$ cat src/rtl/core/lap_edge_pkg.sv
// package: constants, register indexes and types of the laplacian edge detector
`default_nettype none

package lap_edge_pkg;

    // image limits
    localparam int MAX_WIDTH  = 2048;
    localparam int MAX_HEIGHT = 2048;

    // field widths
    localparam int PIX_W   = 8;
    localparam int COL_W   = 11;
    localparam int ROW_W   = 11;
    localparam int THR_W   = 8;
    localparam int WID_W   = 12;
    localparam int CFG_IDX_W = 2;
    localparam int CFG_DAT_W = 12;
    localparam int ADDR_W  = $clog2(MAX_WIDTH);
    localparam int OQ_DEPTH = 4;
    localparam int OQ_PTR_W = $clog2(OQ_DEPTH);
    localparam int OQ_CNT_W = OQ_PTR_W + 1;

    // row counter saturates at the smaller of the height limit and the field range
    localparam logic [ROW_W-1:0] ROW_LIMIT =
        ROW_W'(((MAX_HEIGHT - 1) > 2047) ? 2047 : (MAX_HEIGHT - 1));

    // width clamp bounds
    localparam logic [WID_W-1:0] WIDTH_MIN = WID_W'(3);
    localparam logic [WID_W-1:0] WIDTH_MAX = WID_W'(MAX_WIDTH);

    // configuration register indexes
    localparam logic [CFG_IDX_W-1:0] REG_THRESHOLD   = CFG_IDX_W'(0);
    localparam logic [CFG_IDX_W-1:0] REG_IMAGE_WIDTH = CFG_IDX_W'(1);

    // configuration reset values
    localparam logic [THR_W-1:0] THRESHOLD_RST = THR_W'(100);
    localparam logic [WID_W-1:0] WIDTH_RST     = WID_W'(640);

    // one entry of the line store: pixels of the two rows above
    typedef struct packed {
        logic [PIX_W-1:0] upper;
        logic [PIX_W-1:0] middle;
    } t_line;

    // one result item
    typedef struct packed {
        logic             edge_res;
        logic [COL_W-1:0] out_col;
        logic [ROW_W-1:0] out_row;
    } t_result;

    // what the window stage hands to the output queue
    typedef struct packed {
        logic    busy;      // an item sits in the window stage
        logic    push;      // that item yields a result this cycle
        t_result res;
    } t_front_out;

endpackage

`default_nettype wire

$ cat src/rtl/core/lap_edge_oq.sv
// small result queue that decouples the window stage from the receiver
`default_nettype none

module lap_edge_oq (
    input  wire logic                              i_clk,
    input  wire logic                              i_rst_n,
    input  wire logic                              i_push,
    input  wire lap_edge_pkg::t_result             i_data,
    input  wire logic                              i_pop,
    output logic                                   o_valid,
    output lap_edge_pkg::t_result                  o_data,
    output logic [lap_edge_pkg::OQ_CNT_W-1:0]      o_count
);
    import lap_edge_pkg::*;

    t_result             r_mem [OQ_DEPTH];
    logic [OQ_PTR_W-1:0] r_head;
    logic [OQ_PTR_W-1:0] r_tail;
    logic [OQ_CNT_W-1:0] r_cnt;
    logic                do_pop;

    assign do_pop  = i_pop && (r_cnt != '0);
    assign o_valid = (r_cnt != '0);
    assign o_data  = r_mem[r_head];
    assign o_count = r_cnt;

    // pointers and fill level
    always_ff @(posedge i_clk) begin
        if (!i_rst_n) begin
            r_head <= '0;
            r_tail <= '0;
            r_cnt  <= '0;
        end else begin
            if (i_push) begin
                r_tail <= r_tail + OQ_PTR_W'(1);
            end
            if (do_pop) begin
                r_head <= r_head + OQ_PTR_W'(1);
            end
            case ({i_push, do_pop})
                2'b10:   r_cnt <= r_cnt + OQ_CNT_W'(1);
                2'b01:   r_cnt <= r_cnt - OQ_CNT_W'(1);
                default: r_cnt <= r_cnt;
            endcase
        end
    end

    // entry storage
    always_ff @(posedge i_clk) begin
        if (i_push) begin
            r_mem[r_tail] <= i_data;
        end
    end

endmodule

`default_nettype wire

$ cat config.mk
export PLATFORM = sky130hd
export DESIGN_NAME = lap_edge_oq
export DESIGN_NICKNAME = d
export VERILOG_FILES = /design/src/rtl/core/lap_edge_pkg.sv /design/src/rtl/core/lap_edge_oq.sv
export SDC_FILE = /design/constraint.sdc
export NUM_CORES = 1
export LEC_CHECK = 0
export BUFFER_PORTS_ARGS = -buffer_cell sky130_fd_sc_hd__buf_2
export CAP_MARGIN = 40
export CORE_MARGIN = 2
export CORE_UTILIZATION = 60
export DETAILED_ROUTE_END_ITERATION = 12
export PLACE_DENSITY = 0.94
export SLEW_MARGIN = 20
export SYNTH_ARGS = -nofsm -noshare
export SYNTH_HDL_FRONTEND = slang
export SYNTH_SLANG_ARGS = --single-unit
$ cat constraint.sdc
create_clock -name i_clk -period 4.2 [get_ports i_clk]
set_input_delay 0.42 -clock i_clk [delete_from_list [all_inputs] [get_ports i_clk]]
set_output_delay 0.42 -clock i_clk [all_outputs]
set_load 0.05 [all_outputs]
==> reports/summary.log <==
INFO  outcome        run_status=finished, final reports clean
INFO  die            design.die.area=7020um2
INFO  final_layout   syn_to_final_growth=15.8%
INFO  timing         max_freq=448MHz
INFO  final_layout   final-seq-area=2940um2
INFO  timing         final_hold_viol_count=0
INFO  critical_path  critical_path_required=3.78ns
INFO  power          leakagePower=1.53nW
INFO  grt            grt_pass1_vias=1,874
INFO  detailed_routing avgRoutedWirePerCell=18.6um
INFO  critical_path  path_class=flip-flop to output port
INFO  placed_design  detailed_place.area=4200um2
INFO  final_layout   post_route_cells_drive_above_1_share=39.8%
INFO  final_layout   instances_no_fill=313
INFO  detailed_routing detailedRoute.firstPassIterationCount=4
INFO  critical_path  worst-endpoint-arrival=1.81ns
INFO  timing         tightestPinTransition=0.721ns
INFO  clock_network  cts_buffers=9
INFO  die            dieHeight=83.8um
INFO  placed_design  hpwlAfterDp=3950um
INFO  logic_synthesis synth_area_per_cell=23.0um2
INFO  critical_path  path_max_fanout=19
INFO  logic_synthesis synthesis.nets=199
INFO  detailed_routing drcViolationCount=0
INFO  flow_run       maxCapViolCount=0
INFO  clock_network  cts_tree=done
INFO  clock_network  holdBufCountCts=0
INFO  die            floorplan.rows=29
INFO  placed_design  post-place-cells=296
INFO  timing         fin_skew=0.00601ns
INFO  clock_network  post_cts_resize_count=0
INFO  placed_design  gpl.final_weighted_congestion=0.776
INFO  grt            number_of_antenna_violations_at_the_first_check_in_global_routing=0
INFO  critical_path  crit_path_capture_type=output port
INFO  clock_network  clkSinkCount=101
INFO  die            core_area=6240um2
INFO  grt            globalRouteTotalUtil=18.1%
INFO  final_layout   multi_input_comb_area=793um2
INFO  clock_network  cts.path.max_buffers=2
INFO  final_layout   antenna-diode-count=0
INFO  detailed_routing drt.antenna.violating_nets=0
INFO  timing         period_minus_slack=2.23ns
INFO  die            die_outline_width=83.8um
INFO  detailed_routing route.detailed.vias_per_inst=5.57
INFO  timing         setup_total_negative_slack=0ns
INFO  detailed_routing vias=1,744
INFO  final_layout   final.fill_count=406
INFO  timing         fin_hold_ws=0.282ns
INFO  timing         timing.max_slew.rel_slack=51.9%
INFO  die            io_pins=54
INFO  logic_synthesis ys.warnings.count=0
INFO  detailed_routing wirelength=5810um
INFO  clock_network  post_cts_buffers=0
INFO  clock_network  htreeDepth=3
INFO  timing         timing.final.setup_violations=0
INFO  power          vdd_ir_drop_max=0.000413V
INFO  timing         share_of_the_cycle_needed_by_the_critical_path_after_routing=53.1%
INFO  grt            globalRoute.totalOverflow=0
INFO  detailed_routing drt-initial-drc-count=78
INFO  logic_synthesis yosysSeqAreaShare=77.0%
INFO  critical_path  critical_path.startpoint_type=flip-flop
INFO  timing         report.final.slew_viol_count=0
INFO  hold_path      hold_class=input port to flip-flop
INFO  final_layout   final_cell_area=4420um2
INFO  detailed_routing route.met3.wl=307um
INFO  final_layout   commonest_non_fill_non_tap_cells_in_the_layout=92 x edfxtp_1, 53 x buf_2, 20 x mux4_2
INFO  power          power.density=584nW/um2
INFO  clock_network  cts-root-buf=clkbuf_8
INFO  grt            grt_max_degree=24
INFO  logic_synthesis yosys_register_bits=101
INFO  logic_synthesis synth_cell_types=21
INFO  timing         grt_setup_unrepaired=false
INFO  die            floorplan.initialDensity=61.2%
INFO  final_layout   layout_net_count=264
INFO  detailed_routing wl_met1=2460um
INFO  clock_network  clk_latency=0.35ns
INFO  detailed_routing wl_met2=2960um
INFO  placed_design  io_buffers=53
INFO  final_layout   mostFrequentLayoutCell=edfxtp_1
INFO  grt            grt_pass1_wl=9340um
INFO  logic_synthesis synthesis.instances=166
INFO  logic_synthesis syn_area=3820um2
INFO  detailed_routing routed.top_layer=met4
INFO  clock_network  clk_transition_reported_paths=0.09ns
[where the power goes]
group | total, mW | switching (mW) | leakage [nW] | internal, mW
Combinational | 0.751 | 0.497 | 0.505 | 0.254
Sequential | 1.21 | 0.0493 | 0.919 | 1.16
Clock | 0.619 | 0.289 | 0.105 | 0.330
Total | 2.58 | 0.835 | 1.53 | 1.75
[cell usage after synthesis]
| cell | number | area, um2 |
|---|---|---|
| dfxtp_1 | 9 | 180 |
| mux2i_1 | 1 | 10.0 |
| a21boi_0 | 1 | 7.51 |
| inv_1 | 6 | 22.5 |
| buf_12 | 2 | 40.0 |
| o31a_1 | 1 | 8.76 |
| mux4_2 | 20 | 450 |
| buf_2 | 2 | 10.0 |
| buf_6 | 1 | 11.3 |
| o21ai_0 | 2 | 10.0 |
| or3_1 | 2 | 12.5 |
| xor2_1 | 2 | 17.5 |
| nand2_1 | 1 | 3.75 |
| mux4_1 | 3 | 78.8 |
| nor2b_1 | 3 | 18.8 |
| ha_1 | 5 | 62.6 |
| and2_1 | 8 | 50.1 |
| xnor2_1 | 3 | 26.3 |
| o311ai_2 | 1 | 16.3 |
| fa_1 | 1 | 20.0 |
| edfxtp_1 | 92 | 2760 |
[kinds of logic after synthesis]
kind of cell / synth area share (%)
XOR/XNOR: 1.15
adder cells (fa/ha/maj): 2.16
AO/OA/AOI/OAI: 1.11
flip-flops: 77.0
buffers and inverters: 2.19
multiplexers: 14.1
AND/OR/NAND/NOR: 2.23
[layer usage]
layer,vias to the layer above,global-route usage (%)
li1,799,-
met1,885,23.0
met2,54,29.9
met3,6,5.04
met4,0,6.89
met5,-,0
[through the flow]
step	util, %	setup slack (ns)	total power [mW]
6_report	70.9	1.97	2.58
5_1_grt	70.9	1.89	2.68
4_1_cts	70.5	1.61	2.59
3_5_place_dp	67.2	2.00	1.98
3_3_place_gp	66.0	2.03	1.95
2_1_floorplan	-	2.01	1.85
[worst paths after layout]
check | start | endpoint | slack (ns) | cells after the start
setup / recovery | flip-flop | o_data[10] | 1.97 | 3
hold / removal | i_data[14] | r_mem[1][14]$_DFFE_PP_ | 0.28 | 1
setup reg to reg | o_count[0]$_SDFFE_PN0P_ | o_count[2]$_SDFFE_PN0P_ | 2.23 | 7
hold reg to reg | o_count[2]$_SDFFE_PN0P_ | o_count[2]$_SDFFE_PN0P_ | 0.55 | 2
[state kept, by name, indices dropped and copies added (netlist names), named ones only]
| register | count |
|---|---|
| r_mem | 92 |
| o_count | 3 |
| r_head | 2 |
| r_tail | 2 |
[final cells by class]
cell class              count  share of cell area [%]
clock buffers              10                    2.89
flip-flops and latches    101                    66.6
multi-input cells          54                    17.9
clock inverters             6                    1.75
well taps                  77                    2.18
repair buffers             59                    8.15
inverters                   6                   0.509
[critical path, cell delays in order, from the launching register on]
cell and delay, ns:
dfxtp_2 0.45, buf_12 0.23, mux4_2 0.55, buf_2 0.23
Power figures use the tool's default switching activity.
